===== src/rtl/fab_pkg.sv =====
// ----------------------------------------------------------------------------
// fab_pkg
// Shared types and codes for the frame bitmap allocator: request kinds,
// result status codes, register indexes and the controller/datapath bundles.
// ----------------------------------------------------------------------------
package fab_pkg;

    // request kinds
    typedef enum logic [1:0] {
        KIND_FREE  = 2'd0,
        KIND_ALLOC = 2'd1,
        KIND_QUERY = 2'd2,
        KIND_FIRST = 2'd3
    } kind_t;

    // result status codes
    typedef enum logic [1:0] {
        ST_OK      = 2'd0,
        ST_ALREADY = 2'd1,
        ST_FULL    = 2'd2,
        ST_RANGE   = 2'd3
    } status_t;

    // configuration register indexes
    localparam int unsigned CFG_INDEX_W = 8;
    localparam logic [CFG_INDEX_W-1:0] REG_POOL_START  = 8'd0;
    localparam logic [CFG_INDEX_W-1:0] REG_FRAME_COUNT = 8'd1;

    // commands from controller to datapath
    typedef struct packed {
        logic clear;     // clear one bitmap word
        logic accept;    // latch a new request and its frame index
        logic check;     // apply the range result, read the target word
        logic update;    // read-modify-write of the target word (query only reads its bit)
        logic scan;      // one step of the first-free search
        logic mul;       // frame index times frame size
        logic load_out;  // move the result into the output register
    } fab_cmd_t;

    // status from datapath to controller
    typedef struct packed {
        logic clear_last;
        logic first_req;
        logic oor;
        logic found;
        logic scan_fail;
    } fab_stat_t;

endpackage


===== src/rtl/frame_bitmap_allocator_top.sv =====
// ----------------------------------------------------------------------------
// frame_bitmap_allocator_top
// First-fit page frame allocator over a one-bit-per-frame bitmap, with
// configuration registers for pool start address and frame count.
// ----------------------------------------------------------------------------
//  channel | handshake            | payload
//  --------+----------------------+--------------------------------------
//  in      | in_valid / in_stall  | kind, frame_address
//  out     | out_valid / out_stall| status, given_address, is_allocated
//  cfg     | cfg_valid / cfg_ready| cfg_index, cfg_data
//
//  free, named allocate, query: check, update and finish states, no update when out of range;
//  the index is a shift of the offset, FRAME_SIZE being a power of two.
//  first-free: scan, multiply and finish states, one bitmap word a cycle while scanning.
//  after reset a clearing pass over every bitmap word keeps in_stall
//  high; configuration writes are accepted throughout.
//  a new request is taken while a result waits; a stalled result holds the sequencer.
// ----------------------------------------------------------------------------
module frame_bitmap_allocator_top
    import fab_pkg::*;
#(
    parameter int unsigned NUM_FRAMES = 1024,
    parameter int unsigned FRAME_SIZE = 4096
)
(
    input  logic                   clk,
    input  logic                   rst_n,
    input  logic                   in_valid,
    output logic                   in_stall,
    input  logic [1:0]             kind,
    input  logic [31:0]            frame_address,
    output logic                   out_valid,
    input  logic                   out_stall,
    output logic [1:0]             status,
    output logic [31:0]            given_address,
    output logic                   is_allocated,
    input  logic                   cfg_valid,
    output logic                   cfg_ready,
    input  logic [CFG_INDEX_W-1:0] cfg_index,
    input  logic [31:0]            cfg_data
);

    logic [31:0] pool_start_reg;
    logic [10:0] frame_count_reg;
    fab_cmd_t    cmd;
    fab_stat_t   stat;

    // configuration registers
    assign cfg_ready = 1'b1;

    always_ff @(posedge clk or negedge rst_n)
    begin
        if (!rst_n)
        begin
            pool_start_reg  <= '0;
            frame_count_reg <= '0;
        end
        else if (cfg_valid && cfg_ready)
        begin
            if (cfg_index == REG_POOL_START)
            begin
                pool_start_reg <= cfg_data;
            end
            else if (cfg_index == REG_FRAME_COUNT)
            begin
                frame_count_reg <= cfg_data[10:0];
            end
        end
    end

    // sequencer
    fab_ctrl u_ctrl (
        .clk       (clk),
        .rst_n     (rst_n),
        .in_valid  (in_valid),
        .in_stall  (in_stall),
        .out_valid (out_valid),
        .out_stall (out_stall),
        .stat      (stat),
        .cmd       (cmd)
    );

    // datapath
    fab_dp #(
        .NUM_FRAMES (NUM_FRAMES),
        .FRAME_SIZE (FRAME_SIZE)
    ) u_dp (
        .clk         (clk),
        .rst_n       (rst_n),
        .cmd         (cmd),
        .stat        (stat),
        .pool_start  (pool_start_reg),
        .frame_count (frame_count_reg),
        .req_kind    (kind),
        .req_address (frame_address),
        .res_status  (status),
        .res_given   (given_address),
        .res_alloc   (is_allocated)
    );

endmodule


===== src/rtl/fab_ctrl.sv =====
// ----------------------------------------------------------------------------
// fab_ctrl
// Sequencer for the allocator: clearing pass after reset, request decode,
// bitmap update or first-free scan, and result hand-off.
// ----------------------------------------------------------------------------
module fab_ctrl
    import fab_pkg::*;
(
    input  logic      clk,
    input  logic      rst_n,
    input  logic      in_valid,
    output logic      in_stall,
    output logic      out_valid,
    input  logic      out_stall,
    input  fab_stat_t stat,
    output fab_cmd_t  cmd
);

    typedef enum logic [6:0] {
        S_CLEAR  = 7'b000_0001,
        S_IDLE   = 7'b000_0010,
        S_CHECK  = 7'b000_0100,
        S_UPDATE = 7'b000_1000,
        S_SCAN   = 7'b001_0000,
        S_MUL    = 7'b010_0000,
        S_FINISH = 7'b100_0000
    } state_t;

    state_t state_reg;
    state_t state_next;
    logic   out_valid_reg;
    logic   out_valid_next;

    // next state and commands
    always_comb
    begin
        state_next = state_reg;
        cmd        = '0;
        case (state_reg)
            S_CLEAR:
            begin
                cmd.clear = 1'b1;
                if (stat.clear_last)
                begin
                    state_next = S_IDLE;
                end
            end
            S_IDLE:
            begin
                if (in_valid)
                begin
                    cmd.accept = 1'b1;
                    state_next = stat.first_req ? S_SCAN : S_CHECK;
                end
            end
            S_CHECK:
            begin
                cmd.check  = 1'b1;
                state_next = stat.oor ? S_FINISH : S_UPDATE;
            end
            S_UPDATE:
            begin
                cmd.update = 1'b1;
                state_next = S_FINISH;
            end
            S_SCAN:
            begin
                cmd.scan = 1'b1;
                if (stat.found)
                begin
                    state_next = S_MUL;
                end
                else if (stat.scan_fail)
                begin
                    state_next = S_FINISH;
                end
            end
            S_MUL:
            begin
                cmd.mul    = 1'b1;
                state_next = S_FINISH;
            end
            S_FINISH:
            begin
                if (!out_valid_reg || !out_stall)
                begin
                    cmd.load_out = 1'b1;
                    state_next   = S_IDLE;
                end
            end
            default:
            begin
                state_next = S_IDLE;
            end
        endcase
    end

    // output valid: set on load, cleared once taken
    always_comb
    begin
        if (cmd.load_out)
        begin
            out_valid_next = 1'b1;
        end
        else if (out_valid_reg && !out_stall)
        begin
            out_valid_next = 1'b0;
        end
        else
        begin
            out_valid_next = out_valid_reg;
        end
    end

    always_ff @(posedge clk or negedge rst_n)
    begin
        if (!rst_n)
        begin
            state_reg     <= S_CLEAR;
            out_valid_reg <= 1'b0;
        end
        else
        begin
            state_reg     <= state_next;
            out_valid_reg <= out_valid_next;
        end
    end

    assign in_stall  = (state_reg != S_IDLE);
    assign out_valid = out_valid_reg;

endmodule


===== src/rtl/fab_dp.sv =====
// ----------------------------------------------------------------------------
// fab_dp
// Datapath of the allocator: bitmap memory, frame index by shift,
// first-free word scan, address scaling and the result register.
// ----------------------------------------------------------------------------
module fab_dp
    import fab_pkg::*;
#(
    parameter int unsigned NUM_FRAMES = 1024,
    parameter int unsigned FRAME_SIZE = 4096
)
(
    input  logic        clk,
    input  logic        rst_n,
    input  fab_cmd_t    cmd,
    output fab_stat_t   stat,
    input  logic [31:0] pool_start,
    input  logic [10:0] frame_count,
    input  logic [1:0]  req_kind,
    input  logic [31:0] req_address,
    output logic [1:0]  res_status,
    output logic [31:0] res_given,
    output logic        res_alloc
);

    localparam int unsigned WORDS  = (NUM_FRAMES + 31) / 32;
    localparam int unsigned WW     = (WORDS > 1) ? $clog2(WORDS) : 1;
    localparam int unsigned FW     = WW + 5;          // frame index width
    localparam int unsigned CW     = FW + 1;          // frame count width
    localparam int unsigned NW     = WW + 2;          // word count width
    localparam int unsigned FSHIFT = $clog2(FRAME_SIZE); // frame size is a power of two

    // bitmap memory
    logic [31:0]   mem [0:WORDS-1];
    logic [31:0]   rd_data_reg;
    logic          rd_en;
    logic [WW-1:0] rd_addr;
    logic          wr_en;
    logic [WW-1:0] wr_addr;
    logic [31:0]   wr_data;

    // request state
    kind_t         kind_reg;
    logic          oor_reg;
    logic [FW-1:0] quo_reg;

    // scan state
    logic [WW-1:0] clr_addr_reg;
    logic [WW:0]   scan_addr_reg;
    logic [WW-1:0] chk_addr_reg;
    logic          chk_valid_reg;
    logic          issue;
    logic          found;

    // result state
    status_t       status_reg;
    logic          alloc_reg;
    logic          give_reg;
    logic [FW-1:0] idx_reg;
    logic [31:0]   prod_reg;
    logic [1:0]    out_status_reg;
    logic [31:0]   out_given_reg;
    logic          out_alloc_reg;

    // derived values
    logic [CW-1:0] pool_frames;
    logic [CW:0]   nwords_sum;
    logic [NW-1:0] nwords;
    logic [WW-1:0] quo_word;
    logic [31:0]   bit_mask;
    logic          word_bit;
    logic [31:0]   valid_mask;
    logic [31:0]   free_bits;
    logic [31:0]   low_onehot;
    logic [4:0]    low_pos;
    logic [32:0]   offset;
    logic [31:0]   quo_full;

    // one-hot to bit position
    function automatic logic [4:0] onehot_pos(input logic [31:0] oh);
        logic [4:0] pos;
        pos = '0;
        for (int j = 0; j < 32; j++)
        begin
            for (int k = 0; k < 5; k++)
            begin
                if (((j >> k) & 1) == 1)
                begin
                    pos[k] = pos[k] | oh[j];
                end
            end
        end
        return pos;
    endfunction

    // pool size capped at the bitmap size
    always_comb
    begin
        if (32'(frame_count) > 32'(NUM_FRAMES))
        begin
            pool_frames = CW'(NUM_FRAMES);
        end
        else
        begin
            pool_frames = CW'(frame_count);
        end
    end

    assign nwords_sum = (CW+1)'(pool_frames) + (CW+1)'(31);
    assign nwords     = nwords_sum[CW:5];
    assign offset     = {1'b0, req_address} - {1'b0, pool_start};

    // frame index of the requested address
    assign quo_full = offset[31:0] >> FSHIFT;

    // named-frame access
    assign quo_word = quo_reg[FW-1:5];
    assign bit_mask = 32'd1 << quo_reg[4:0];
    assign word_bit = rd_data_reg[quo_reg[4:0]];

    // first-free search on the word just read
    assign valid_mask = ({1'b0, chk_addr_reg} == pool_frames[CW-1:5])
                      ? ((32'd1 << pool_frames[4:0]) - 32'd1) : '1;
    assign free_bits  = ~rd_data_reg & valid_mask;
    assign low_onehot = free_bits & (~free_bits + 32'd1);
    assign low_pos    = onehot_pos(low_onehot);
    assign found      = cmd.scan && chk_valid_reg && (free_bits != '0);
    assign issue      = cmd.scan && !found && ({1'b0, scan_addr_reg} < nwords);

    // status to controller
    assign stat.clear_last = (clr_addr_reg == WW'(WORDS - 1));
    assign stat.first_req  = (kind_t'(req_kind) == KIND_FIRST);
    assign stat.oor        = oor_reg;
    assign stat.found      = found;
    assign stat.scan_fail  = cmd.scan && !chk_valid_reg && !issue;

    // memory port selection
    assign rd_en   = cmd.check || issue;
    assign rd_addr = cmd.scan ? scan_addr_reg[WW-1:0] : quo_word;

    always_comb
    begin
        wr_en   = 1'b0;
        wr_addr = clr_addr_reg;
        wr_data = '0;
        if (cmd.clear)
        begin
            wr_en = 1'b1;
        end
        else if (cmd.update)
        begin
            wr_addr = quo_word;
            case (kind_reg)
                KIND_FREE:
                begin
                    wr_en   = 1'b1;
                    wr_data = rd_data_reg & ~bit_mask;
                end
                KIND_ALLOC:
                begin
                    wr_en   = 1'b1;
                    wr_data = rd_data_reg | bit_mask;
                end
                default:
                begin
                    wr_en = 1'b0;
                end
            endcase
        end
        else if (found)
        begin
            wr_en   = 1'b1;
            wr_addr = chk_addr_reg;
            wr_data = rd_data_reg | low_onehot;
        end
    end

    always_ff @(posedge clk)
    begin
        if (wr_en)
        begin
            mem[wr_addr] <= wr_data;
        end
        if (rd_en)
        begin
            rd_data_reg <= mem[rd_addr];
        end
    end

    // control registers
    always_ff @(posedge clk or negedge rst_n)
    begin
        if (!rst_n)
        begin
            clr_addr_reg  <= '0;
            chk_valid_reg <= 1'b0;
        end
        else
        begin
            if (cmd.clear)
            begin
                clr_addr_reg <= clr_addr_reg + WW'(1);
            end
            if (cmd.accept)
            begin
                chk_valid_reg <= 1'b0;
            end
            else if (cmd.scan)
            begin
                chk_valid_reg <= issue;
            end
        end
    end

    // request, scan and result registers
    always_ff @(posedge clk)
    begin
        if (cmd.accept)
        begin
            kind_reg      <= kind_t'(req_kind);
            oor_reg       <= offset[32] || (quo_full >= 32'(pool_frames));
            quo_reg       <= quo_full[FW-1:0];
            scan_addr_reg <= '0;
            status_reg    <= ST_OK;
            alloc_reg     <= 1'b0;
            give_reg      <= 1'b0;
        end
        if (cmd.check && stat.oor)
        begin
            status_reg <= ST_RANGE;
        end
        if (cmd.update)
        begin
            if (kind_reg == KIND_ALLOC && word_bit)
            begin
                status_reg <= ST_ALREADY;
            end
            if (kind_reg == KIND_QUERY)
            begin
                alloc_reg <= word_bit;
            end
        end
        if (issue)
        begin
            chk_addr_reg  <= scan_addr_reg[WW-1:0];
            scan_addr_reg <= scan_addr_reg + (WW+1)'(1);
        end
        if (found)
        begin
            idx_reg  <= {chk_addr_reg, low_pos};
            give_reg <= 1'b1;
        end
        if (stat.scan_fail)
        begin
            status_reg <= ST_FULL;
        end
        if (cmd.mul)
        begin
            prod_reg <= 32'(idx_reg) << FSHIFT;
        end
        if (cmd.load_out)
        begin
            out_status_reg <= status_reg;
            out_given_reg  <= give_reg ? (pool_start + prod_reg) : '0;
            out_alloc_reg  <= alloc_reg;
        end
    end

    assign res_status = out_status_reg;
    assign res_given  = out_given_reg;
    assign res_alloc  = out_alloc_reg;

endmodule

===== config.mk =====
export PLATFORM = sky130hd
export DESIGN_NAME = frame_bitmap_allocator_top
export DESIGN_NICKNAME = d
export VERILOG_FILES = /design/src/rtl/fab_pkg.sv /design/src/rtl/frame_bitmap_allocator_top.sv /design/src/rtl/fab_ctrl.sv /design/src/rtl/fab_dp.sv
export SDC_FILE = /design/constraint.sdc
export NUM_CORES = 2
export LEC_CHECK = 0
export ABC_AREA = 1
export BUFFER_PORTS_ARGS = -buffer_cell sky130_fd_sc_hd__buf_2
export CAP_MARGIN = 40
export CORE_UTILIZATION = 45
export DETAILED_ROUTE_END_ITERATION = 12
export PLACE_DENSITY = 0.61
export SLEW_MARGIN = 10
export SYNTH_ARGS = -nofsm -noshare
export SYNTH_HDL_FRONTEND = slang
export SYNTH_HIERARCHICAL = 1
export SYNTH_SLANG_ARGS = --single-unit

===== constraint.sdc =====
create_clock -name clk -period 5.3 [get_ports clk]
set_input_delay 0.53 -clock clk [delete_from_list [all_inputs] [get_ports clk]]
set_output_delay 0.53 -clock clk [all_outputs]
set_load 0.1 [all_outputs]

=== Word level (Yosys, flattened, before mapping) ===
Memories as Yosys holds them, arrays and structs flattened. A register that Yosys moved wholly into a read port is not among the register bits.
Cells that the tools add are included.

* Flip-flop bits (word level): 140
* Bits in writable memories: 1024
* Input port bits: 79
* Output and inout port bits: 38
* Word-level logic and storage cells: 211
* Memories kept: 1

* $add $sub $neg: 7
* Order comparisons: 4
* Eq/ne operators: 18
* Shifts and indexed selects: 2
* Mux-type cells: 48
* Bitwise gates (word level): 84
* Reductions and logical operators: 28

{| class="wikitable"
|+ Memory list
! memory !! words !! width !! read ports !! clocked after memory_dff !! write ports !! line !! text
|-
| u_dp.mem || 32 || 32 || 1 || 1 || 1 || fab_dp.sv:34 || <nowiki>logic [31:0] mem [0:WORDS-1];</nowiki>
|}

{| class="wikitable"
|+ Operator list
! kind !! count
|-
| $mux W32 || 4
|-
| $and A32 B32 Y32 || 3
|-
| $not A32 Y32 || 3
|-
| $or A1 B1 Y1 || 75
|-
| $or A32 B32 Y32 || 2
|-
| $pmux W32 S2 || 1
|-
| $shl A1 B5 Y32 const A || 2
|-
| $mux W7 || 6
|-
| $pmux W7 S6 || 1
|-
| $sub A32 B32 Y33 || 1
|-
| $add A32 B1 Y32 const B || 1
|-
| $add A32 B22 Y32 || 1
|-
| $reduce_bool A32 Y1 || 1
|-
| $sub A32 B1 Y32 const B || 1
|-
| $mux W5 || 5
|-
| $mux W1 || 23
|-
| $ge A20 B11 Y1 || 1
|-
| $add A11 B5 Y12 const B || 1
|-
| $mux W6 || 2
|-
| $gt A11 B11 Y1 const B || 1
|-
| $mux W11 || 1
|-
| $logic_and A1 B1 Y1 || 9
|-
| $eq A8 B1 Y1 const B || 1
|-
| $logic_not A8 Y1 || 1
|-
| 30 further kinds || 44
|}

=== Longest topological paths before layout ===
* Depth after elaboration: 24
* Mapped depth: 31
* Depth with buffers taken out: 30

=== Cells and area by module ===
The synthesis kept the hierarchy.

{| class="wikitable"
|+ Modules (own cells, without submodules)
! module !! times used !! cells each !! area an instance (um^2) !! sequential area each (um^2)
|-
| fab_dp || 1 || 4186 || 49881.6 || 34312.9
|-
| frame_bitmap_allocator_top || 1 || 202 || 1880.6 || 1076.0
|-
| fab_ctrl || 1 || 82 || 534.3 || 201.4
|}

=== Worst setup path after synthesis ===
OpenSTA, ideal clock, no wires.

* Path kind: register to register
* From: register frame_count_reg[10]
* To: memory u_dp.mem[11][0] (enable)
* Library setup time: 421 ps
* Arrival: 4359 ps
* Required time: 4879 ps
* Path slack: 519 ps
* Stages on the path, launching flop included: 26
* Path buffers: 2
* Period minus slack after synthesis: 4781 ps
* Cells stage by stage: dfrtp_1 inv_2 buf_6 nand3_1 nor2_1 nand2_1 ha_1 nand3_2 nor2_4 nand2_2 nor2_4 buf_6 nand2_2 o21ai_1 nand3_1 nand2_2 nand3_1 nor2_1 nand2_4 nand3_1 nand3_1 nand2_1 nand2_4 nor2_4 nand2_4 nor2_1

* Cells in the longest elaborated chain, start to end: 13
* Elaborated cells between the ends (all ways): 17
* Those cells by class: 1 x add/sub; 1 x order compare; 1 x eq/ne; 1 x shift; 10 x mux; 1 x bitwise; 2 x reduce/logical

{| class="wikitable"
|+ RTL lines
! element !! line !! text
|-
| start, declared || frame_bitmap_allocator_top.sv:44 || <nowiki>logic [10:0] frame_count_reg;</nowiki>
|-
| start signal, assigned || frame_bitmap_allocator_top.sv:66 || <nowiki>frame_count_reg <= cfg_data[10:0];</nowiki>
|-
| $gt A11 B11 Y1 || fab_dp.sv:99 || <nowiki>if (32'(frame_count) > 32'(NUM_FRAMES))</nowiki>
|-
| $mux W11 * || fab_dp.sv:99 ||
|-
| $shl A1 B5 Y32 || fab_dp.sv:123 || <nowiki>? ((32'd1 << pool_frames[4:0]) - 32'd1) : '1;</nowiki>
|-
| $sub A32 B1 Y32 || fab_dp.sv:123 ||
|-
| $mux W32 * || fab_dp.sv:123 ||
|-
| $and A32 B32 Y32 * || fab_dp.sv:124 || <nowiki>assign free_bits = ~rd_data_reg & valid_mask;</nowiki>
|-
| $reduce_bool A32 Y1 * || fab_dp.sv:127 || <nowiki>assign found = cmd.scan && chk_valid_reg && (free_bits != '0);</nowiki>
|-
| $logic_and A1 B1 Y1 * || fab_dp.sv:127 ||
|-
| $mux W1 || fab_dp.sv:170 || <nowiki>else if (found)</nowiki>
|-
| $mux W1 || fab_dp.sv:150 || <nowiki>else if (cmd.update)</nowiki>
|-
| $mux W1 || fab_dp.sv:146 || <nowiki>if (cmd.clear)</nowiki>
|-
| $mux W1 || fab_dp.sv:180 || <nowiki>if (wr_en)</nowiki>
|-
| $mux W1 (implied by the code) || fab_dp.sv:182 || <nowiki>mem[wr_addr] <= wr_data;</nowiki>
|-
| end, declared || fab_dp.sv:34 ||
|}

Mark *: on every way between the ends. The rest lies on a longest branch, timed or not.

=== Final worst setup path ===
* From: register frame_count_reg[2]
* To: memory u_dp.mem[30][20] (enable)

Same word-level chain as after synthesis.

==> results by group <==
Run status
  – Status: complete, no violations

Critical path
  – Crit path DAT: 5.18 ns
  – R2R cell count: 26
  – CP Capture Type: flop
  – Critical Path RT: 5.67 ns
  – Crit Path Class: reg2reg
  – Reg2reg start: frame_count_reg[2]
  – R2R setup slack: 0.49 ns
  – Setup crit start kind: flop
  – Worst setup startpoint: frame_count_reg[2]
  – R2R Path End: u_dp/mem[30][20]
  – Crit Path Max Fanout: 32

CTS
  – Worst-skew pair later-pin latency: 0.76 ns
  – Clock buffer depth: 3
  – H-tree depth: 3
  – Clk pin slew, worst setup/hold paths: 0.07 ns
  – CTS tree: done
  – Setup bufs post-CTS: 0
  – Clock Sinks: 1196
  – Clk Tree Root Cell: clkbuf_16
  – Total clock buffers created by CTS: 121

Floorplanning
  – Starting Density: 45.6%
  – Die area: 118000 µm²
  – Floorplan row count: 124
  – Top-level I/O count: 117
  – Core area: 115000 µm²
  – Die Ht: 343 µm
  – Die Span X: 343 µm

Synthesis
  – Synthesized area per cell: 11.7 µm²
  – Netlist cell types: 66
  – Synthesized area: 52300 µm²
  – Synth top area cells: edfxtp_1 65%, o21ai_0 5.7%, nor2_1 5.1%
  – Top cells by count, synth: 1135 x edfxtp_1, 711 x nor2_1, 594 x o21ai_0, 437 x nand2_1, 234 x clkbuf_1
  – Cell accounting for the most synthesized area: edfxtp_1
  – Most frequent cell after synthesis: edfxtp_1
  – Post-synth EDFFs: 1135
  – Post-synth ARST share: 4.77%
  – Synth top area share: 65.2%
  – YS warnings: 6
  – Syn Nets: 4610
  – Synth Register Bits: 1196
  – Top_reg_cell synth: edfxtp_1
  – Synth Instances: 4470
  – Sequential share of the synthesized area: 68.1%

Min path
  – Hold Path Class: in2reg
  – Hold depth: 1
  – Min-delay src: kind[0]
  – Worst Hold End: u_dp/kind_reg[0]

STA
  – Max-slew violation count: 0
  – # setup viols final: 0
  – Setup TNS: 0 ns
  – RSZ-0062 raised after global routing: false
  – Fin. Hold Viols: 0
  – Least-Margin Pin Slew: 0.861 ns
  – Clk_skew: 0.0667 ns
  – Final min period: 4.81 ns
  – Max frequency: 208 MHz
  – Slew HR: 42.2%
  – Tcrit/Tclk final: 90.8%

Global routing
  – Initial antenna violation count: 2
  – Largest net degree at the start of global routing: 124
  – First-pass GRT wire length: 231000 µm
  – GRT Residual Overflow: 0
  – Number of global-route vias before repair: 35400
  – Total track usage: 26.4%

Detailed routing
  – Drt wl/cell: 25.1 µm
  – DR vias/cell: 5.95
  – Initial DRT Pass Iterations: 6
  – Post-route DRC: 0
  – Total Wirelength: 157000 µm
  – Routed Antenna Nets: 0
  – Iter 0 DRT Violations: 3758
  – Vias: 37100

Pwr
  – Leak Pwr: 20.6 nW
  – PwrDens: 443 nW/µm²
  – Power Total: 26.7 mW
  – VDD IR max: 0.000314 V

Placement
  – # placed instances: 5998
  – IO buf count: 115
  – GP Congestion: 0.958
  – DP HPWL: 96900 µm

Finish
  – Reg with most FFs: u_dp/mem
  – P&R area growth vs syn: 15.4%
  – Layout cells sized above 1: 13.6%
  – # fillers: 9733
  – Post-route insts no fill: 6230
  – Layout net count: 4752
  – Max FFs per register: 1024

Run
  – Max-Cap Viols: 0
-- worst max-delay path by stage --
stage	endpoint	slack (ns)	cells after the start
floorplan	u_dp/mem[11][0]	0.52	25
global placement	u_dp/mem[30][31]	0.61	26
detailed placement	u_dp/mem[18][12]	0.57	23
CTS	u_dp/mem[30][12]	0.56	26
global route	u_dp/mem[30][14]	0.12	26
finish	u_dp/mem[30][20]	0.49	26
-- layout make-up --
type,instances,area (µm²),area share [%]
timing repair buffer,285,2490,4.12
inverter,238,912,1.51
multi-input combinational,2770,15100,25.0
sequential,1196,35600,59.0
clock inverter,89,1250,2.07
antenna,2,5.00,0.00830
tap,1512,1890,3.14
clock buffer,138,3110,5.16
-- metrics by stage --
| stage | instance area, µm² | worst slack, ns | utilization (%) | hold slack (ns) |
|---|---|---|---|---|
| final | 60300 | 0.489 | 52.5 | 0.0473 |
| after global routing | 60300 | 0.122 | 52.5 | 0.0216 |
| after CTS | 60300 | 0.556 | 52.5 | 0.00467 |
| after detailed placement | 55900 | 0.572 | 48.7 | 0.405 |
| after global placement | 55800 | 0.605 | 48.6 | 0.400 |
| after floorplan | 52300 | 0.519 | - | 0.234 |
-- layout by cell type, fill, tap and decap left out, drive strengths merged, types with 3 or more instances in the layout --
master       n
nand3      208
inv        239
o2111ai      4
nor4        11
xor2        15
a31oi       65
o22ai       62
ha          60
nand2      463
o211ai      61
a21oi      141
or2          7
a311oi       4
nor2       735
edfxtp    1135
clkbuf     138
a21o         3
bufinv      26
o211a        4
nand4       42
o21ai      604
o21bai       4
dfrtp       56
buf        283
nor3        26
clkinvlp    11
o21a         9
clkinv      51
dfxtp        4
a21boi       4
o311ai       5
xnor2        9
nand3b       5
o221ai     205
-- power breakdown --
group          switching (mW)  leakage (nW)  total [mW]  internal, mW
Combinational            4.94          7.68        6.72          1.78
Sequential              0.187          10.9        10.7          10.5
Clock                    3.79          2.09        9.30          5.51
Total                    8.92          20.6        26.7          17.8
-- cell families (layout without fill, tap and decap cells) --
logic type	after synthesis	after routing	synth area share, %
compound gates	1183	1183	13.7
xor+xnor	24	24	0.402
fa+ha+maj	61	61	1.47
buf+inv	504	750	3.90
flops	1196	1196	68.1
other cells	1	3	0.00717
simple gates	1501	1501	12.4
-- metal layers --
metal  up-vias  GRT usage (%)  share of wire, %
li1      16800              -                 -
met1     18300           35.8                41
met2      1720           42.5                47
met3       296           4.35               8.1
met4         0           10.2               4.0
met5         -              0                 0
-- what timing repair did --
action,in CTS,in global routing
hold buffers,1,1
hold endpoints to repair,1,9
setup endpoints to repair,0,0
gates resized for setup,0,0
-- worst max-delay path, cell delays in order (launching register included) --
cell and delay (ns):
dfrtp_1 0.49, nor2_1 0.14, nand2_1 0.11, o21bai_4 0.43, nand2_2 0.15, nand2_1 0.11
nand3_2 0.09, nor2_4 0.34, buf_4 0.21, nand2_1 0.07, nand2_1 0.09, nand2_2 0.10
nor2_2 0.16, nand3_2 0.13, nor2_4 0.16, nand2_2 0.08, nor2_4 0.10, nand2_4 0.11
nand2_8 0.13, nand2_1 0.07, nand3_2 0.09, nand2_1 0.07, nand2_2 0.13, nand3_4 0.19
buf_4 0.23, nor2_4 0.12, buf_12 0.27
(Power assumes the default switching activity.)
